**config.mk**
```make
export PLATFORM = sky130hd
export DESIGN_NAME = uuid_text_parser_flat
export DESIGN_NICKNAME = d
export VERILOG_FILES = /design/src/uuidp_pkg.sv /design/src/uuidp_in_if.sv /design/src/uuidp_out_if.sv /design/src/uuidp_in_stage.sv /design/src/uuidp_decode.sv /design/src/uuidp_parse.sv /design/src/uuid_text_parser.sv /design/src/flat_wrapper.sv
export SDC_FILE = /design/constraint.sdc
export NUM_CORES = 1
export LEC_CHECK = 0
export CAP_MARGIN = 20
export CORE_MARGIN = 4
export CORE_UTILIZATION = 56
export CTS_CLUSTER_SIZE = 30
export DETAILED_ROUTE_END_ITERATION = 10
export DONT_BUFFER_PORTS = 1
export GPL_TIMING_DRIVEN = 0
export PLACE_DENSITY = 0.75
export SKIP_CTS_REPAIR_TIMING = 1
export SYNTH_ARGS = -nofsm -noshare
export SYNTH_HDL_FRONTEND = slang
export SYNTH_HIERARCHICAL = 1
export SYNTH_SLANG_ARGS = --single-unit
```
**constraint.sdc**
```tcl
create_clock -name i_clk -period 5.66 [get_ports i_clk]
set_input_delay 0.566 -clock i_clk [delete_from_list [all_inputs] [get_ports i_clk]]
set_output_delay 0.566 -clock i_clk [all_outputs]
set_load 0.05 [all_outputs]
```
**src/uuidp_pkg.sv**
```systemverilog
`default_nettype none

package uuidp_pkg;

    localparam int UUID_BYTES = 16;
    localparam int COUNT_W    = $clog2(UUID_BYTES) + 1;
    localparam int INDEX_W    = $clog2(UUID_BYTES);

    localparam logic [7:0] CH_DASH  = 8'h2D;
    localparam logic [7:0] CH_OPEN  = 8'h7B;
    localparam logic [7:0] CH_CLOSE = 8'h7D;

    typedef enum logic [2:0] {
        FAULT_NONE  = 3'd0,
        FAULT_BRACE = 3'd1,
        FAULT_LONG  = 3'd2,
        FAULT_CHAR  = 3'd3,
        FAULT_SHORT = 3'd4
    } t_fault;

    // Character classification passed from the decoder to the parser.
    typedef struct packed {
        logic       is_hex;
        logic [3:0] nibble;
        logic       is_dash;
        logic       is_open;
        logic       is_close;
    } t_char_class;

endpackage

`default_nettype wire

```
**src/uuidp_in_if.sv**
```systemverilog
`default_nettype none

interface uuidp_in_if;
    logic       valid;
    logic       ready;
    logic [7:0] text_char;
    logic       is_last;

    modport source (output valid, output text_char, output is_last, input ready);
    modport sink (input valid, input text_char, input is_last, output ready);
endinterface

`default_nettype wire

```
**src/uuidp_out_if.sv**
```systemverilog
`default_nettype none

interface uuidp_out_if;
    logic        valid;
    logic        ready;
    logic [63:0] value_high;
    logic [63:0] value_low;
    logic        ok;
    logic [2:0]  error_code;

    modport source (
        output valid, output value_high, output value_low, output ok, output error_code,
        input ready
    );
    modport sink (
        input valid, input value_high, input value_low, input ok, input error_code,
        output ready
    );
endinterface

`default_nettype wire

```
**src/uuidp_in_stage.sv**
```systemverilog
`default_nettype none

module uuidp_in_stage (
    input  wire logic  i_clk,
    input  wire logic  i_rst_n,
    uuidp_in_if.sink   i_in,
    input  wire logic  i_take,
    output logic       o_valid,
    output logic [7:0] o_char,
    output logic       o_last
);
    import uuidp_pkg::*;

    logic       r_valid;
    logic [7:0] r_char;
    logic       r_last;
    logic       w_accept;

    // The register frees up in the same cycle that the parser consumes it.
    assign i_in.ready = !r_valid || i_take;
    assign w_accept   = i_in.valid && i_in.ready;

    always_ff @(posedge i_clk) begin
        if (!i_rst_n) begin
            r_valid <= 1'b0;
        end else if (w_accept) begin
            r_valid <= 1'b1;
        end else if (i_take) begin
            r_valid <= 1'b0;
        end
    end

    always_ff @(posedge i_clk) begin
        if (w_accept) begin
            r_char <= i_in.text_char;
            r_last <= i_in.is_last;
        end
    end

    assign o_valid = r_valid;
    assign o_char  = r_char;
    assign o_last  = r_last;

endmodule

`default_nettype wire

```
**src/uuidp_decode.sv**
```systemverilog
`default_nettype none

module uuidp_decode (
    input  wire logic [7:0]        i_char,
    output uuidp_pkg::t_char_class o_class
);
    import uuidp_pkg::*;

    logic w_digit;
    logic w_lower;
    logic w_upper;

    assign w_digit = (i_char >= 8'h30) && (i_char <= 8'h39);
    assign w_lower = (i_char >= 8'h61) && (i_char <= 8'h66);
    assign w_upper = (i_char >= 8'h41) && (i_char <= 8'h46);

    always_comb begin
        o_class.is_hex   = w_digit || w_lower || w_upper;
        // Letters of both cases have 1..6 in the low nibble, so adding 9 gives 10..15.
        o_class.nibble   = w_digit ? i_char[3:0] : (i_char[3:0] + 4'd9);
        o_class.is_dash  = (i_char == CH_DASH);
        o_class.is_open  = (i_char == CH_OPEN);
        o_class.is_close = (i_char == CH_CLOSE);
    end

endmodule

`default_nettype wire

```
**src/uuidp_parse.sv**
```systemverilog
`default_nettype none

module uuidp_parse (
    input  wire logic              i_clk,
    input  wire logic              i_rst_n,
    input  wire logic              i_valid,
    input  wire logic              i_last,
    input  wire uuidp_pkg::t_char_class i_class,
    output logic                   o_take,
    uuidp_out_if.source            o_out
);
    import uuidp_pkg::*;

    logic [7:0]         r_bytes [UUID_BYTES];
    logic [COUNT_W-1:0] r_count;
    logic               r_low_next;
    logic               r_braced;
    logic               r_at_start;
    t_fault             r_fault;

    logic [7:0]         n_bytes [UUID_BYTES];
    logic [COUNT_W-1:0] n_count;
    logic               n_low_next;
    logic               n_braced;
    t_fault             n_fault;
    t_fault             n_err;
    logic [63:0]        n_high;
    logic [63:0]        n_low;

    logic               r_out_valid;
    logic [63:0]        r_out_high;
    logic [63:0]        r_out_low;
    t_fault             r_out_err;

    logic               w_skip;
    logic               w_open_now;
    logic [INDEX_W-1:0] w_index;
    logic               w_emit;

    // A last character needs the result register free (or freeing this cycle).
    assign o_take  = i_valid && (!i_last || !r_out_valid || o_out.ready);
    assign w_emit  = o_take && i_last;
    assign w_index = r_count[INDEX_W-1:0];

    always_comb begin
        n_bytes    = r_bytes;
        n_count    = r_count;
        n_low_next = r_low_next;
        n_fault    = r_fault;
        w_open_now = r_at_start && i_class.is_open;
        n_braced   = r_braced || w_open_now;
        w_skip     = w_open_now || (i_last && n_braced);
        if (!w_skip && (r_fault == FAULT_NONE) && !i_class.is_dash) begin
            if (r_count >= COUNT_W'(UUID_BYTES)) begin
                n_fault = FAULT_LONG;
            end else if (!i_class.is_hex) begin
                n_fault = FAULT_CHAR;
            end else if (!r_low_next) begin
                n_bytes[w_index] = {i_class.nibble, 4'h0};
                n_low_next       = 1'b1;
            end else begin
                n_bytes[w_index] = {r_bytes[w_index][7:4], i_class.nibble};
                n_count          = r_count + COUNT_W'(1);
                n_low_next       = 1'b0;
            end
        end

        if (n_braced && !i_class.is_close) begin
            n_err = FAULT_BRACE;
        end else if (n_fault != FAULT_NONE) begin
            n_err = n_fault;
        end else if (n_count < COUNT_W'(UUID_BYTES)) begin
            n_err = FAULT_SHORT;
        end else begin
            n_err = FAULT_NONE;
        end

        n_high = '0;
        n_low  = '0;
        if (n_err == FAULT_NONE) begin
            for (int k = 0; k < UUID_BYTES / 2; k++) begin
                n_high[63 - 8*k -: 8] = n_bytes[k];
                n_low[63 - 8*k -: 8]  = n_bytes[k + UUID_BYTES / 2];
            end
        end
    end

    always_ff @(posedge i_clk) begin
        if (!i_rst_n) begin
            r_count    <= '0;
            r_low_next <= 1'b0;
            r_braced   <= 1'b0;
            r_at_start <= 1'b1;
            r_fault    <= FAULT_NONE;
        end else if (w_emit) begin
            r_count    <= '0;
            r_low_next <= 1'b0;
            r_braced   <= 1'b0;
            r_at_start <= 1'b1;
            r_fault    <= FAULT_NONE;
        end else if (o_take) begin
            r_count    <= n_count;
            r_low_next <= n_low_next;
            r_braced   <= n_braced;
            r_at_start <= 1'b0;
            r_fault    <= n_fault;
        end
    end

    always_ff @(posedge i_clk) begin
        if (o_take) begin
            r_bytes <= n_bytes;
        end
    end

    always_ff @(posedge i_clk) begin
        if (!i_rst_n) begin
            r_out_valid <= 1'b0;
        end else if (w_emit) begin
            r_out_valid <= 1'b1;
        end else if (o_out.ready) begin
            r_out_valid <= 1'b0;
        end
    end

    always_ff @(posedge i_clk) begin
        if (w_emit) begin
            r_out_high <= n_high;
            r_out_low  <= n_low;
            r_out_err  <= n_err;
        end
    end

    assign o_out.valid      = r_out_valid;
    assign o_out.value_high = r_out_high;
    assign o_out.value_low  = r_out_low;
    assign o_out.ok         = (r_out_err == FAULT_NONE);
    assign o_out.error_code = r_out_err;

endmodule

`default_nettype wire

```
**src/uuid_text_parser.sv**
```systemverilog
// Streaming UUID text parser. Characters arrive one per beat on i_in, with is_last set on the
// final character of each string; exactly one result beat leaves on o_out per string, after
// its last character. A leading '{' opens braces and then the string must end in '}'; dashes
// are ignored anywhere; hex digits of either case pack high nibble first into 16 bytes,
// returned as value_high (bytes 0 to 7) and value_low (bytes 8 to 15). On error both values
// are zero, ok is low and error_code says why: 1 missing closing brace, 2 too long, 3 bad
// character, 4 too short, with that priority except that of too long and bad character the
// one seen first wins. Throughput is one character per clock except during the stall below. A
// last character passes through the input register and then into the result register.
// The single result register sets the only stall: a last character waits in the input
// register while the previous result has not been taken, and the characters behind it
// wait on i_in meanwhile.
`default_nettype none

module uuid_text_parser (
    input  wire logic   i_clk,
    input  wire logic   i_rst_n,
    uuidp_in_if.sink    i_in,
    uuidp_out_if.source o_out
);
    import uuidp_pkg::*;

    logic        w_valid;
    logic [7:0]  w_char;
    logic        w_last;
    logic        w_take;
    t_char_class w_class;

    // Input register: holds one character until the parser consumes it.
    uuidp_in_stage u_in_stage (
        .i_clk   (i_clk),
        .i_rst_n (i_rst_n),
        .i_in    (i_in),
        .i_take  (w_take),
        .o_valid (w_valid),
        .o_char  (w_char),
        .o_last  (w_last)
    );

    // Classify the registered character: hex value, dash, braces.
    uuidp_decode u_decode (
        .i_char  (w_char),
        .o_class (w_class)
    );

    // Parser state, byte store and the result register.
    uuidp_parse u_parse (
        .i_clk   (i_clk),
        .i_rst_n (i_rst_n),
        .i_valid (w_valid),
        .i_last  (w_last),
        .i_class (w_class),
        .o_take  (w_take),
        .o_out   (o_out)
    );

endmodule

`default_nettype wire

```
**src/flat_wrapper.sv**
```systemverilog
// flat-port wrapper written by rule: the top's interface ports become plain ports
module uuid_text_parser_flat import uuidp_pkg::*;
  (i_clk, i_rst_n, i_in_valid, i_in_text_char, i_in_is_last, i_in_ready, o_out_valid, o_out_value_high, o_out_value_low, o_out_ok, o_out_error_code, o_out_ready);
  uuidp_in_if i_in_i ();
  uuidp_out_if o_out_i ();
  input  wire logic i_clk;
  input  wire logic i_rst_n;
  input wire logic [$bits(i_in_i.valid)-1:0] i_in_valid;
  input wire logic [$bits(i_in_i.text_char)-1:0] i_in_text_char;
  input wire logic [$bits(i_in_i.is_last)-1:0] i_in_is_last;
  output wire logic [$bits(i_in_i.ready)-1:0] i_in_ready;
  output wire logic [$bits(o_out_i.valid)-1:0] o_out_valid;
  output wire logic [$bits(o_out_i.value_high)-1:0] o_out_value_high;
  output wire logic [$bits(o_out_i.value_low)-1:0] o_out_value_low;
  output wire logic [$bits(o_out_i.ok)-1:0] o_out_ok;
  output wire logic [$bits(o_out_i.error_code)-1:0] o_out_error_code;
  input wire logic [$bits(o_out_i.ready)-1:0] o_out_ready;
  assign i_in_i.valid = i_in_valid;
  assign i_in_i.text_char = i_in_text_char;
  assign i_in_i.is_last = i_in_is_last;
  assign i_in_ready = i_in_i.ready;
  assign o_out_valid = o_out_i.valid;
  assign o_out_value_high = o_out_i.value_high;
  assign o_out_value_low = o_out_i.value_low;
  assign o_out_ok = o_out_i.ok;
  assign o_out_error_code = o_out_i.error_code;
  assign o_out_i.ready = o_out_ready;
  uuid_text_parser u_core (.i_clk(i_clk), .i_rst_n(i_rst_n), .i_in(i_in_i), .o_out(o_out_i));
endmodule
```
==> summary.txt <==
Placement
  – DP Wirelength: 18.9 mm
  – Routability cong.: 0.888
  – Port bufs: 0
  – DP Cell Count: 1269
  – Dpl cell area: 12700 um2

Routing
  – Drt drc: 0
  – Vias/cell: 6.10
  – Vias: 8067
  – Avg WL per Cell: 21.1 um
  – Pre-Repair DR Iteration Count: 5
  – Initial drt markers: 1002
  – Aggregate routed wire length: 27.9 mm
  – Antenna Violating Nets Remaining: 0

Floorplan
  – Row count: 53
  – I/O Pins: 147
  – Starting Density: 57.7%
  – Die area: 24400 um2
  – Core Area: 21400 um2
  – Die height: 156 um
  – DIE WIDTH: 156 um

Layout
  – Syn-to-layout area delta: 12.2%
  – Fillers: 1573
  – Final std cells w/o fill: 1323
  – Design area: 13800 um2
  – Ant diodes: 0
  – Layout cell share with drive strength beyond 1: 12.2%
  – Util after Layout: 64.7%
  – Post-layout nets: 1045

Worst setup path
  – CP max stage delay: 0.82 ns
  – CP required: 6.00 ns
  – Largest delay share family, worst path: simple AND/OR/NAND/NOR gates
  – CP Buf/Inv Count: 2
  – CP cell instances: inv_1 > ha_1 > or3b_2 > nand4_1 > a221oi_1 > nor3b_1 > clkbuf_1 > nand4_1 > or2_2 > a21oi_1
  – Worst Setup End Kind: register
  – Critical path peak fanout: 10
  – Arr. time, crit path: 4.56 ns
  – Slowest CP cell: a221oi_1
  – Cell repeated most along the worst path: nand4_1
  – Crit Path Class: register to register
  – Setup crit start kind: register

Yosys
  – Post-synth EDFFs: 268
  – Dominant cell type by area after synthesis: edfxtp_1
  – #FFs+latches synth: 281
  – Synth Warn #: 6
  – Seq/Total Area, Yosys: 67.5%
  – Cell area after synthesis: 12300 um2
  – Synth top area share: 65.3%
  – Main flop type after synthesis: edfxtp_1
  – Synth cell types: 57
  – Syn avg cell area: 12.4 um2
  – Ys async rst share: 0%
  – Commonest cells in the netlist: edfxtp_1 (268), nand2_1 (176), a21oi_1 (121)
  – Top-count cell post-synth: edfxtp_1
  – Synth area leaders: edfxtp_1 (65%), nand2_1 (5.4%), a21oi_1 (4.9%)
  – Synth Net Count: 1011
  – Mapped Cells: 991

Hold path
  – Hold Crit Class: input port to register

Global route
  – Via count of the first global-routing pass: 7693
  – GR Overflow Total: 0
  – First-pass GRT wire length: 42.9 mm
  – Total GRT Usage: 22.2%
  – Largest net degree at the start of global routing: 102
  – Initial antenna violation count: 0

Timing
  – Relative slew slack: 35.6%
  – Setup TNS: 0 ns
  – Final Hold Fails: 0
  – Fin. max-slew vios: 0
  – RSZ-0062 raised after global routing: false
  – Final setup fails: 0
  – Worst Skew: 0.0131 ns
  – Fmax: 237 MHz
  – Final period util: 74.6%
  – Worst-Margin Slew: 0.965 ns
  – Min Tclk post-route: 4.22 ns

Power
  – Psw: 0.00110 W
  – Share of total power in combinational logic: 3.3%
  – Sequential power share: 52.5%
  – Sw Share: 22.7%
  – Pwr dens: 349 nW/um2
  – Pint: 0.00373 W
  – P_leak: 4.54 nW
  – Peak VDD IR: 228 uV
  – Clock Power Share: 44.2%

Status
  – Status: finished, final reports clean

Clock tree
  – Root Buffer: clkbuf_16
  – Clk_lat worst skew: 0.54 ns
  – CTS H-tree lvls: 1
  – Clock sink total: 281
  – Max clock buf depth: 3
  – CTS tree: yes
  – CTS buffer count: 29
  – Reg clk slew, reported paths: 0.06 ns

Job
  – MaxCap Viol Count: 0
## power groups by stage
stage	Combinational (W)	Sequential [W]	Clock (W)
global placement	0.000147	0.00260	0
finish	0.000160	0.00254	0.00213
detailed placement	0.000158	0.00258	0
floorplan	0.000108	0.00258	0
CTS	0.000159	0.00254	0.00216
global route	0.000174	0.00254	0.00225
## sequential cells by signal, indices dropped and copies added, names as in the netlist
register and flops:
u_core/u_in_stage/o_char 8, u_core/u_in_stage/o_last 1, u_core/u_in_stage/o_valid 1, u_core/u_parse/o_out.error_code 3, u_core/u_parse/o_out.valid 1, u_core/u_parse/o_out.value_high 64
u_core/u_parse/o_out.value_low 64, u_core/u_parse/r_at_start 1, u_core/u_parse/r_braced 1, u_core/u_parse/r_bytes 128, u_core/u_parse/r_count 5, u_core/u_parse/r_fault 3
u_core/u_parse/r_low_next 1
## layer usage
metal	GRT usage [%]	vias up	wire [um]
met4	5.62	0	531
met1	32.0	3864	11900
li1	-	3733	-
met3	4.51	45	2470
met5	0	-	0
met2	35.1	425	13100
## cells by family (layout without fill, tap and decap cells)
family	count (synthesis)	in the layout	synth area share, %
mux	57	57	5.65
buf+inv	68	125	2.63
compound gates	164	164	7.46
flops	281	281	67.5
fa+ha+maj	7	7	0.711
simple gates	413	413	16.0
xor+xnor	1	1	0.0711
## final timing paths
path,start,to,slack [ns],cells after the start
max,u_core/u_in_stage/o_char[0],u_core/u_parse/o_out.value_low[0],1.44,10
min,i_in_text_char[7],u_core/u_in_stage/o_char[7],0.12,0
max reg2reg,u_core/u_in_stage/o_char[0],u_core/u_parse/o_out.value_low[0],1.44,10
min reg2reg,u_core/u_parse/r_bytes[59],u_core/u_parse/r_bytes[59],0.54,2
## area by class of cell
class	count	area [um2]	area share, %
Sequential cell	281	8310	60.1
Multi-Input combinational cell	642	3680	26.7
Clock buffer	32	737	5.33
Clock inverter	22	348	2.52
Tap cell	275	344	2.49
Buffer	56	279	2.02
Timing Repair Buffer	3	62.6	0.453
Inverter	12	55.1	0.398
## cell usage in the layout, fill, tap and decap left out, types with 4 or more instances in the layout
cell type  synthesis  final
edfxtp_1         268    268
nand2_1          176    176
a21oi_1          121    121
nor2_1           113    113
mux2i_1           32     32
clkbuf_16          0     29
buf_2             25     25
clkbuf_1          20     23
nand3_1           23     23
nand4_1           19     19
mux2_2            16     16
nor2b_1           15     15
dfxtp_1           13     13
and4_1            12     12
a31oi_1           12     12
bufinv_16          0      9
inv_1             10      9
a22oi_1            9      9
and3b_1            8      8
mux4_2             8      8
ha_1               7      7
clkinv_2           0      6
o21ai_0            5      5
nor3_1             5      5
buf_4              4      5
nor3b_1            5      5
and3_1             5      5
buf_1              4      4
or4_1              4      4
or2_2              4      4
## per-stage QoR
step                setup WS (ns)  hold slack, ns  total power (W)
detailed placement           1.67           0.524          0.00274
global placement           -0.836           0.514          0.00274
floorplan                   0.773           0.492          0.00269
global route                 1.11           0.103          0.00497
CTS                          1.61           0.105          0.00486
finish                       1.44           0.123          0.00483
Power figures use the tool's default switching activity.
